[src/rtl/idm_pkg.sv]
// shared widths, types and register indexes of the image difference metric
package idm_pkg;

   localparam int PIX_W      = 8;
   localparam int WGT_W      = 12;
   localparam int POS_W      = 12;
   localparam int DIM_W      = 13;
   localparam int PROD_W     = 20;
   localparam int SQ_W       = 40;
   localparam int TERM_W     = 42;
   localparam int SUM_W      = 62;
   localparam int NUM_LANES  = 3;
   localparam int CSR_IDX_W  = 3;
   localparam int CSR_DATA_W = 13;
   localparam int MAX_DIM_DEFAULT = 4096;

   localparam logic [WGT_W-1:0] WEIGHT_ONE  = 12'd256;
   localparam logic [DIM_W-1:0] WIN_DIM_RST = 13'd4096;
   localparam logic [SUM_W-1:0] SUM_CEIL    = {SUM_W{1'b1}};

   localparam logic [CSR_IDX_W-1:0] CSR_MODE      = 3'd0;
   localparam logic [CSR_IDX_W-1:0] CSR_WIN_X     = 3'd1;
   localparam logic [CSR_IDX_W-1:0] CSR_WIN_Y     = 3'd2;
   localparam logic [CSR_IDX_W-1:0] CSR_WIN_W     = 3'd3;
   localparam logic [CSR_IDX_W-1:0] CSR_WIN_H     = 3'd4;
   localparam logic [CSR_IDX_W-1:0] CSR_WEIGHT_C0 = 3'd5;
   localparam logic [CSR_IDX_W-1:0] CSR_WEIGHT_C1 = 3'd6;
   localparam logic [CSR_IDX_W-1:0] CSR_WEIGHT_C2 = 3'd7;

   localparam logic MODE_MONO = 1'b0;
   localparam logic MODE_RGB  = 1'b1;

   typedef logic [PIX_W-1:0]  pix_type;
   typedef logic [WGT_W-1:0]  wgt_type;
   typedef logic [SQ_W-1:0]   sq_type;
   typedef logic [TERM_W-1:0] term_type;
   typedef logic [SUM_W-1:0]  sum_type;

   typedef struct packed {
      logic vld;
      logic eof;
   } stage_ctl_type;

endpackage

[src/rtl/idm_if.sv]
// pixel pair and result channel interfaces
interface idm_req_if;
   import idm_pkg::*;

   logic    valid;
   logic    ready;
   pix_type a_c0;
   pix_type a_c1;
   pix_type a_c2;
   pix_type b_c0;
   pix_type b_c1;
   pix_type b_c2;
   logic    end_of_row;
   logic    end_of_frame;

   modport source (output valid, a_c0, a_c1, a_c2, b_c0, b_c1, b_c2, end_of_row,
                   end_of_frame, input ready);
   modport sink   (input valid, a_c0, a_c1, a_c2, b_c0, b_c1, b_c2, end_of_row,
                   end_of_frame, output ready);
endinterface

interface idm_rsp_if;
   import idm_pkg::*;

   logic     valid;
   logic     ready;
   sum_type  total_error;
   term_type max_term;
   logic     saturated;

   modport source (output valid, total_error, max_term, saturated, input ready);
   modport sink   (input valid, total_error, max_term, saturated, output ready);
endinterface

[src/rtl/idm_lane.sv]
// one channel lane: weighted absolute difference, then its square
module idm_lane (
   input  logic              clock,
   input  logic              advance,
   input  idm_pkg::pix_type  a,
   input  idm_pkg::pix_type  b,
   input  idm_pkg::wgt_type  w,
   output idm_pkg::sq_type   sq
);
   import idm_pkg::*;

   logic [PIX_W-1:0]  diff;
   logic [PROD_W-1:0] prod_in, prod_ff;
   sq_type            sq_in, sq_ff;

   always_comb begin
      diff    = (a >= b) ? (a - b) : (b - a);
      prod_in = PROD_W'(diff) * PROD_W'(w);
      sq_in   = SQ_W'(prod_ff) * SQ_W'(prod_ff);
   end

   always_ff @(posedge clock) begin
      if (advance) begin
         prod_ff <= prod_in;
         sq_ff   <= sq_in;
      end
   end

   assign sq = sq_ff;

endmodule

[src/rtl/idm_merge.sv]
// adds the lane squares into one pixel term
module idm_merge (
   input  logic                  clock,
   input  logic                  reset,
   input  logic                  advance,
   input  idm_pkg::stage_ctl_type ctl,
   input  idm_pkg::sq_type       sq [idm_pkg::NUM_LANES],
   output idm_pkg::stage_ctl_type term_ctl,
   output idm_pkg::term_type     term
);
   import idm_pkg::*;

   term_type      term_in, term_ff;
   stage_ctl_type ctl_ff;

   always_comb begin
      term_in = '0;
      for (int i = 0; i < NUM_LANES; i++) begin
         term_in = term_in + TERM_W'(sq[i]);
      end
   end

   always_ff @(posedge clock) begin
      if (reset) begin
         ctl_ff <= '0;
      end else if (advance) begin
         ctl_ff <= ctl;
      end
   end

   always_ff @(posedge clock) begin
      if (advance) begin
         term_ff <= term_in;
      end
   end

   assign term_ctl = ctl_ff;
   assign term     = term_ff;

endmodule

[src/rtl/idm_accum.sv]
// saturating frame total, running maximum and the result register
module idm_accum (
   input  logic                   clock,
   input  logic                   reset,
   input  logic                   advance,
   input  idm_pkg::stage_ctl_type ctl,
   input  idm_pkg::term_type      term,
   input  logic                   out_ready,
   output logic                   out_valid,
   output idm_pkg::sum_type       out_total,
   output idm_pkg::term_type      out_max,
   output logic                   out_sat
);
   import idm_pkg::*;

   sum_type        sum_ff, sum_in;
   term_type       max_ff, max_in;
   logic           sat_ff, sat_in;
   logic           valid_ff, valid_in;
   sum_type        total_ff;
   term_type       maxo_ff;
   logic           sato_ff;
   logic [SUM_W:0] sum_wide;

   always_comb begin
      sum_wide = {1'b0, sum_ff} + (SUM_W + 1)'(term);
      if (sum_wide >= (SUM_W + 1)'(SUM_CEIL)) begin
         sum_in = SUM_CEIL;
         sat_in = 1'b1;
      end else begin
         sum_in = sum_wide[SUM_W-1:0];
         sat_in = sat_ff;
      end
      max_in   = (term > max_ff) ? term : max_ff;
      valid_in = valid_ff && !out_ready;
      if (advance) begin
         valid_in = ctl.vld && ctl.eof;
      end
   end

   always_ff @(posedge clock) begin
      if (reset) begin
         sum_ff   <= '0;
         max_ff   <= '0;
         sat_ff   <= 1'b0;
         valid_ff <= 1'b0;
      end else begin
         valid_ff <= valid_in;
         if (advance && ctl.vld) begin
            if (ctl.eof) begin
               sum_ff <= '0;
               max_ff <= '0;
               sat_ff <= 1'b0;
            end else begin
               sum_ff <= sum_in;
               max_ff <= max_in;
               sat_ff <= sat_in;
            end
         end
      end
   end

   always_ff @(posedge clock) begin
      if (advance && ctl.vld && ctl.eof) begin
         total_ff <= sum_in;
         maxo_ff  <= max_in;
         sato_ff  <= sat_in;
      end
   end

   assign out_valid = valid_ff;
   assign out_total = total_ff;
   assign out_max   = maxo_ff;
   assign out_sat   = sato_ff;

endmodule

[src/rtl/image_difference_metric.sv]
// top level of the streaming image difference metric
// takes one pixel pair per clock and keeps that rate while the result channel
// accepts; a result beat appears after the beat carrying end_of_frame has passed
// through four register stages: channel difference times weight, the square in
// each of three parallel lanes, the merge adder that forms the pixel term, and
// the saturating accumulator with its result register. the whole pipeline
// holds only while a finished result waits unaccepted at the output. a pixel
// counts when its column and row fall inside the configured window; mono mode uses
// lane zero with a weight of 1.0, rgb mode all three lanes with their configured
// weights. configuration must be written when the block is idle (not enforced).
module image_difference_metric #(
   parameter int MAX_DIM = idm_pkg::MAX_DIM_DEFAULT
) (
   input  logic                            clock,
   input  logic                            reset,
   idm_req_if.sink                         req_bus,
   idm_rsp_if.source                       rsp_bus,
   input  logic                            csr_we,
   input  logic [idm_pkg::CSR_IDX_W-1:0]   csr_index,
   input  logic [idm_pkg::CSR_DATA_W-1:0]  csr_wdata
);
   import idm_pkg::*;

   localparam int CW    = (MAX_DIM > 2) ? $clog2(MAX_DIM) : 1;
   localparam int CMP_W = ((CW > DIM_W) ? CW : DIM_W) + 1;
   localparam logic [CW-1:0] POS_LAST = CW'(MAX_DIM - 1);

   // configuration registers
   logic             mode_ff;
   logic [POS_W-1:0] win_x_ff, win_y_ff;
   logic [DIM_W-1:0] win_w_ff, win_h_ff;
   wgt_type          weight_ff [NUM_LANES];

   // raster position of the next pixel
   logic [CW-1:0]    col_ff, col_in, row_ff, row_in;

   logic             advance;
   logic             accept;
   logic             in_x, in_y, in_win;
   logic [CMP_W-1:0] col_ext, row_ext;

   pix_type          lane_a [NUM_LANES];
   pix_type          lane_b [NUM_LANES];
   wgt_type          lane_w [NUM_LANES];
   sq_type           lane_sq [NUM_LANES];

   stage_ctl_type    s1_ff, s1_in, s2_ff, s3_ctl;
   term_type         s3_term;

   // whole pipeline moves unless a result beat is stuck at the output
   assign advance       = !rsp_bus.valid || rsp_bus.ready;
   assign req_bus.ready = advance;
   assign accept        = req_bus.valid && advance;

   // config write port
   always_ff @(posedge clock) begin
      if (reset) begin
         mode_ff   <= MODE_MONO;
         win_x_ff  <= '0;
         win_y_ff  <= '0;
         win_w_ff  <= WIN_DIM_RST;
         win_h_ff  <= WIN_DIM_RST;
         for (int i = 0; i < NUM_LANES; i++) begin
            weight_ff[i] <= WEIGHT_ONE;
         end
      end else if (csr_we) begin
         case (csr_index)
            CSR_MODE:      mode_ff      <= csr_wdata[0];
            CSR_WIN_X:     win_x_ff     <= csr_wdata[POS_W-1:0];
            CSR_WIN_Y:     win_y_ff     <= csr_wdata[POS_W-1:0];
            CSR_WIN_W:     win_w_ff     <= csr_wdata[DIM_W-1:0];
            CSR_WIN_H:     win_h_ff     <= csr_wdata[DIM_W-1:0];
            CSR_WEIGHT_C0: weight_ff[0] <= csr_wdata[WGT_W-1:0];
            CSR_WEIGHT_C1: weight_ff[1] <= csr_wdata[WGT_W-1:0];
            CSR_WEIGHT_C2: weight_ff[2] <= csr_wdata[WGT_W-1:0];
            default: begin
            end
         endcase
      end
   end

   // window test on the position of the incoming pixel
   always_comb begin
      col_ext = CMP_W'(col_ff);
      row_ext = CMP_W'(row_ff);
      in_x    = (col_ext >= CMP_W'(win_x_ff)) &&
                (col_ext <  CMP_W'(win_x_ff) + CMP_W'(win_w_ff));
      in_y    = (row_ext >= CMP_W'(win_y_ff)) &&
                (row_ext <  CMP_W'(win_y_ff) + CMP_W'(win_h_ff));
      in_win  = in_x && in_y;
   end

   // position counters, both stop at the last position of the image
   always_comb begin
      col_in = col_ff;
      row_in = row_ff;
      if (req_bus.end_of_frame) begin
         col_in = '0;
         row_in = '0;
      end else if (req_bus.end_of_row) begin
         col_in = '0;
         if (row_ff < POS_LAST) begin
            row_in = row_ff + 1'b1;
         end
      end else if (col_ff < POS_LAST) begin
         col_in = col_ff + 1'b1;
      end
   end

   always_ff @(posedge clock) begin
      if (reset) begin
         col_ff <= '0;
         row_ff <= '0;
      end else if (accept) begin
         col_ff <= col_in;
         row_ff <= row_in;
      end
   end

   // lane operands; a zero weight turns the pixel into a zero term,
   // which leaves total, maximum and flag untouched
   always_comb begin
      lane_a[0] = req_bus.a_c0;
      lane_a[1] = req_bus.a_c1;
      lane_a[2] = req_bus.a_c2;
      lane_b[0] = req_bus.b_c0;
      lane_b[1] = req_bus.b_c1;
      lane_b[2] = req_bus.b_c2;
      for (int i = 0; i < NUM_LANES; i++) begin
         if (!in_win) begin
            lane_w[i] = '0;
         end else if (mode_ff == MODE_RGB) begin
            lane_w[i] = weight_ff[i];
         end else begin
            // mono: d*d*65536 is (256*d)^2 in lane zero
            lane_w[i] = (i == 0) ? WEIGHT_ONE : '0;
         end
      end
   end

   genvar g;
   generate
      for (g = 0; g < NUM_LANES; g++) begin : g_lane
         idm_lane u_lane (
            .clock   (clock),
            .advance (advance),
            .a       (lane_a[g]),
            .b       (lane_b[g]),
            .w       (lane_w[g]),
            .sq      (lane_sq[g])
         );
      end
   endgenerate

   // beat tracking alongside the two lane stages
   always_comb begin
      s1_in.vld = accept;
      s1_in.eof = req_bus.end_of_frame;
   end

   always_ff @(posedge clock) begin
      if (reset) begin
         s1_ff <= '0;
         s2_ff <= '0;
      end else if (advance) begin
         s1_ff <= s1_in;
         s2_ff <= s1_ff;
      end
   end

   idm_merge u_merge (
      .clock    (clock),
      .reset    (reset),
      .advance  (advance),
      .ctl      (s2_ff),
      .sq       (lane_sq),
      .term_ctl (s3_ctl),
      .term     (s3_term)
   );

   idm_accum u_accum (
      .clock     (clock),
      .reset     (reset),
      .advance   (advance),
      .ctl       (s3_ctl),
      .term      (s3_term),
      .out_ready (rsp_bus.ready),
      .out_valid (rsp_bus.valid),
      .out_total (rsp_bus.total_error),
      .out_max   (rsp_bus.max_term),
      .out_sat   (rsp_bus.saturated)
   );

`ifndef SYNTHESIS
   // a saturated total reports the ceiling
   a_sat_ceiling: assert property (@(posedge clock) disable iff (reset)
      rsp_bus.valid && rsp_bus.saturated |-> rsp_bus.total_error == SUM_CEIL)
      else $error("saturated result without ceiling total");

   // the largest term never exceeds the frame total
   a_max_le_total: assert property (@(posedge clock) disable iff (reset)
      rsp_bus.valid |-> SUM_W'(rsp_bus.max_term) <= rsp_bus.total_error)
      else $error("max term above total");

   // frame end returns the raster position to the origin
   a_eof_clears_pos: assert property (@(posedge clock) disable iff (reset)
      accept && req_bus.end_of_frame |=> col_ff == '0 && row_ff == '0)
      else $error("position not cleared after frame end");

   // a plain pixel steps the column by one until the last position
   a_col_step: assert property (@(posedge clock) disable iff (reset)
      accept && !req_bus.end_of_frame && !req_bus.end_of_row && col_ff < POS_LAST
      |=> col_ff == $past(col_ff) + 1'b1)
      else $error("column count did not advance");
`endif

endmodule

[src/flat_wrapper.sv]
// flat-port wrapper written by rule: the top's interface ports become plain ports
module image_difference_metric_flat import idm_pkg::*;
#(
   parameter int MAX_DIM = idm_pkg::MAX_DIM_DEFAULT
)
  (clock, reset, csr_we, csr_index, csr_wdata, req_bus_valid, req_bus_a_c0, req_bus_a_c1, req_bus_a_c2, req_bus_b_c0, req_bus_b_c1, req_bus_b_c2, req_bus_end_of_row, req_bus_end_of_frame, req_bus_ready, rsp_bus_valid, rsp_bus_total_error, rsp_bus_max_term, rsp_bus_saturated, rsp_bus_ready);
  idm_req_if req_bus_i ();
  idm_rsp_if rsp_bus_i ();
  input  logic clock;
  input  logic reset;
  input  logic csr_we;
  input  logic [idm_pkg::CSR_IDX_W-1:0] csr_index;
  input  logic [idm_pkg::CSR_DATA_W-1:0] csr_wdata;
  input wire logic [$bits(req_bus_i.valid)-1:0] req_bus_valid;
  input wire logic [$bits(req_bus_i.a_c0)-1:0] req_bus_a_c0;
  input wire logic [$bits(req_bus_i.a_c1)-1:0] req_bus_a_c1;
  input wire logic [$bits(req_bus_i.a_c2)-1:0] req_bus_a_c2;
  input wire logic [$bits(req_bus_i.b_c0)-1:0] req_bus_b_c0;
  input wire logic [$bits(req_bus_i.b_c1)-1:0] req_bus_b_c1;
  input wire logic [$bits(req_bus_i.b_c2)-1:0] req_bus_b_c2;
  input wire logic [$bits(req_bus_i.end_of_row)-1:0] req_bus_end_of_row;
  input wire logic [$bits(req_bus_i.end_of_frame)-1:0] req_bus_end_of_frame;
  output wire logic [$bits(req_bus_i.ready)-1:0] req_bus_ready;
  output wire logic [$bits(rsp_bus_i.valid)-1:0] rsp_bus_valid;
  output wire logic [$bits(rsp_bus_i.total_error)-1:0] rsp_bus_total_error;
  output wire logic [$bits(rsp_bus_i.max_term)-1:0] rsp_bus_max_term;
  output wire logic [$bits(rsp_bus_i.saturated)-1:0] rsp_bus_saturated;
  input wire logic [$bits(rsp_bus_i.ready)-1:0] rsp_bus_ready;
  assign req_bus_i.valid = req_bus_valid;
  assign req_bus_i.a_c0 = req_bus_a_c0;
  assign req_bus_i.a_c1 = req_bus_a_c1;
  assign req_bus_i.a_c2 = req_bus_a_c2;
  assign req_bus_i.b_c0 = req_bus_b_c0;
  assign req_bus_i.b_c1 = req_bus_b_c1;
  assign req_bus_i.b_c2 = req_bus_b_c2;
  assign req_bus_i.end_of_row = req_bus_end_of_row;
  assign req_bus_i.end_of_frame = req_bus_end_of_frame;
  assign req_bus_ready = req_bus_i.ready;
  assign rsp_bus_valid = rsp_bus_i.valid;
  assign rsp_bus_total_error = rsp_bus_i.total_error;
  assign rsp_bus_max_term = rsp_bus_i.max_term;
  assign rsp_bus_saturated = rsp_bus_i.saturated;
  assign rsp_bus_i.ready = rsp_bus_ready;
  image_difference_metric #(.MAX_DIM(MAX_DIM)) u_core (.clock(clock), .reset(reset), .req_bus(req_bus_i), .rsp_bus(rsp_bus_i), .csr_we(csr_we), .csr_index(csr_index), .csr_wdata(csr_wdata));
endmodule
[config.mk]
export PLATFORM = sky130hd
export DESIGN_NAME = image_difference_metric_flat
export DESIGN_NICKNAME = d
export VERILOG_FILES = /design/src/rtl/idm_pkg.sv /design/src/rtl/idm_if.sv /design/src/rtl/idm_lane.sv /design/src/rtl/idm_merge.sv /design/src/rtl/idm_accum.sv /design/src/rtl/image_difference_metric.sv /design/src/flat_wrapper.sv
export SDC_FILE = /design/constraint.sdc
export NUM_CORES = 2
export LEC_CHECK = 0
export ABC_CLOCK_PERIOD_IN_PS = 12100
export BUFFER_PORTS_ARGS = -buffer_cell sky130_fd_sc_hd__buf_4
export CAP_MARGIN = 10
export CORE_ASPECT_RATIO = 0.6
export CORE_MARGIN = 2
export CORE_UTILIZATION = 40
export DETAILED_ROUTE_END_ITERATION = 10
export PLACE_DENSITY_LB_ADDON = 0.2
export SLEW_MARGIN = 20
export SYNTH_ARGS = -nofsm -noshare
export SYNTH_HDL_FRONTEND = slang
export SYNTH_SLANG_ARGS = --single-unit
export TNS_END_PERCENT = 100
[constraint.sdc]
create_clock -name clock -period 12.1 [get_ports clock]
set_clock_uncertainty 0.15 [all_clocks]
set_input_delay 2.42 -clock clock [delete_from_list [all_inputs] [get_ports clock]]
set_output_delay 2.42 -clock clock [all_outputs]
set_load 0.01 [all_outputs]
==> metrics.txt <==
Place WS 1.09 ns; Mapped Cells between 7000 and 8000; Placer Congestion 0.911; slowest CP cell or4_1; CTS Root Buffer Type clkbuf_16; Compound-Gate Fraction of Synth Area 0.0913; cts bufs inserted 60; grt ovf 0; most frequent cells in the layout inv_1, fa_1, ha_1; simple-gate portion of the synthesized area 0.130; first-pass GRT wire length 302000 um; DRC errors left 0; final period demand of the worst path 10.33 ns; Slew headroom 0.220; Fill cells roughly 17000; RSZ-0062 raised after global routing no; PD cells between 70 and 80 mW/mm2; sequential share of power 0.378; Clock Pin Slew Worst Setup and Hold Paths about 0.060 ns; router iterations before antenna repair 6; Min-Delay Path Depth 2; mux cell area share after synthesis 0.0116; routed wire length around 190000 um; hold slack ~0.3 ns; Die Ht ~330 um; worst-margin pin slew roughly 1.2 ns; Synthesis Warnings 0; CTS Hold Bufs 0; initial core utilization 0.403; Hold Vio Cnt, Final 0; Nets roughly 9400; clock network power share 0.323; WP depth 37; largest family of logic cells by synthesized area adder cells; 1st-iter DRT viols around 3700; status finished, final reports clean; crit path launch type primary input; routed via count about 50000; CTS tree built; EDFF count, synth between 300 and 400; fraction of registers with async set/reset 0; IO buf count ~180; Layout area overhead 8.65%; WL/cell roughly 19 um; post-route ant nets 0; Rows 120; DP Area around 0.076 mm2; pin count of the biggest net entering global routing ~90; Post-Route Setup TNS 0 ns; postcts setup bufs 0; worst-case clock buffer depth 3; crit path DAT 10.60 ns; XOR/XNOR Fraction of Synth Area 0.0372; setup slack after layout ~1.8 ns; fin. max-slew vios 0; f_max 96.8 MHz; critical path's largest stage delay ~0.55 ns; Die W between 500 and 600 um; Seq cells post-synth between 500 and 600; clk sink count between 500 and 600; hold crit path type reg2reg; Mapped Area just over 0.07 mm2; Internal Pwr Total between 0.003 and 0.004 W; critical-path maximum fanout 11; die area 0.183 mm2; initial antenna violation count 8; # setup viols final 0; H-tree Lvls 2; CP delay by family, top compound AO/OA/AOI/OAI gates; Synth Area in Adders 0.436; vias in the first global route between 50000 and 60000; endpoint class of the critical path flip-flop; Worst Path Buf+Inv 8; WS Path Type in2reg; Reg2Reg Depth 41; Peak supply drop 146 uV; GRT Util Overall 0.211; layout cells sized above 1 0.0611; hpwl dp 156000 um; Comb pwr share 0.299; io pins 178; core area roughly 0.18 mm2; Syn Area/Cell between 9 and 10 um2; register area share after synthesis 0.203; Sw Share 0.350; Synth Flop Type edfxtp_1; final instance area 0.0779 mm2; final period utilization 0.854; # resized after CTS 0; Static Leak roughly 40 nW; Vias per Instance 5.03; Critical Path RT 12.37 ns; count of distinct cell types in the synthesized netlist 86; most common cell after layout, fill and taps aside inv_1; net switching power between 0.002 and 0.0025 W; Skew-Pair Late Insertion Delay 0.70 ns; Max-Cap Viols 0
[worst register-to-register path, delay by kind of cell, from the launching register on]
family | cells | cell delay [ns]
AOI/OAI and AO/OA | 20 | 3.87
adders and majority gates | 8 | 2.91
and+or+nand+nor | 7 | 1.51
buffers and inverters | 4 | 0.53
DFF | 1 | 0.34
xor gates and xnor gates | 2 | 0.27
[routing by layer]
metal	vias up	global-route usage	routed length (um)	share of wire
li1	23794	-	-	-
met1	24460	0.347	100000	0.53
met2	1429	0.286	72600	0.38
met3	135	0.0403	14300	0.075
met4	0	0.0297	2490	0.013
met5	-	0	0	0
[power groups by stage]
stage          logic (W)  clock network, W  registers [W]
4_1_cts          0.00182           0.00203        0.00230
5_1_grt          0.00203           0.00210        0.00231
3_5_place_dp     0.00180                 0        0.00234
3_3_place_gp     0.00178                 0        0.00234
2_1_floorplan    0.00124                 0        0.00223
6_report         0.00182           0.00197        0.00230
[stage by stage]
step,cells,power [W],utilization
floorplan,7373,0.00347,-
global placement,9789,0.00412,0.425
detailed placement,9789,0.00414,0.425
CTS,9902,0.00615,0.437
global route,9905,0.00644,0.437
finish,9905,0.00609,0.437
[final cells by class]
cell class,instances,area [um2],area share
Multi-Input combinational cell,5092,50700,0.651
Sequential cell,547,14600,0.187
Inverter,1537,5780,0.0741
Tap cell,2379,2980,0.0382
Timing Repair Buffer,236,1790,0.0230
Clock buffer,74,1620,0.0207
Clock inverter,39,494,0.00634
Antenna cell,1,2.50,0.0000321
[synth_stat cells, types with 94 or more instances]
master / n / share of area
a22o_1: 97 / 0.012
o21ai_0: 137 / 0.0096
clkbuf_1: 184 / 0.0096
nand2_1: 615 / 0.032
a21oi_1: 312 / 0.022
xnor2_1: 211 / 0.026
nor2_1: 303 / 0.016
fa_1: 1068 / 0.30
and2_1: 510 / 0.044
xor2_1: 94 / 0.011
inv_1: 1536 / 0.080
edfxtp_1: 360 / 0.15
dfxtp_1: 187 / 0.052
a21o_1: 128 / 0.013
ha_1: 793 / 0.14
[path summary, 6_finish.rpt]
path / slack [ns] / startpoint / end
max: 1.77 / req_bus_a_c0[0] / u_core.g_lane[0].u_lane.prod_ff[19]
min: 0.30 / u_core.s2_ff[0] / u_core.u_merge.term_ctl[0]
max reg2reg: 2.20 / u_core.win_y_ff[0] / u_core.g_lane[0].u_lane.prod_ff[19]
min reg2reg: 0.30 / u_core.s2_ff[0] / u_core.u_merge.term_ctl[0]
[logic make-up after synthesis]
kind of cell / after synthesis
fa+ha+maj: 1861
simple gates: 1861
buf+inv: 1734
compound gates: 985
flops: 547
xor+xnor: 305
mux: 77
other cells: 1
[flip-flops by register name (all words and copies together), names as in the netlist]
register,cells
u_core.row_ff,12
u_core.u_accum.out_total,62
u_core.win_w_ff,13
u_core.u_accum.max_ff,42
u_core.col_ff,12
u_core.u_merge.term,42
u_core.u_accum.out_sat,1
u_core.g_lane.u_lane.sq,117
u_core.u_merge.term_ctl,2
u_core.win_x_ff,12
u_core.win_y_ff,12
u_core.win_h_ff,13
u_core.u_accum.sum_ff,62
u_core.u_accum.out_valid,1
u_core.g_lane.u_lane.prod_ff,60
u_core.s1_ff,2
u_core.u_accum.sat_ff,1
u_core.weight_ff,36
u_core.u_accum.out_max,42
u_core.s2_ff,2
u_core.mode_ff,1
Note: power is estimated with default switching activity, not from simulation.
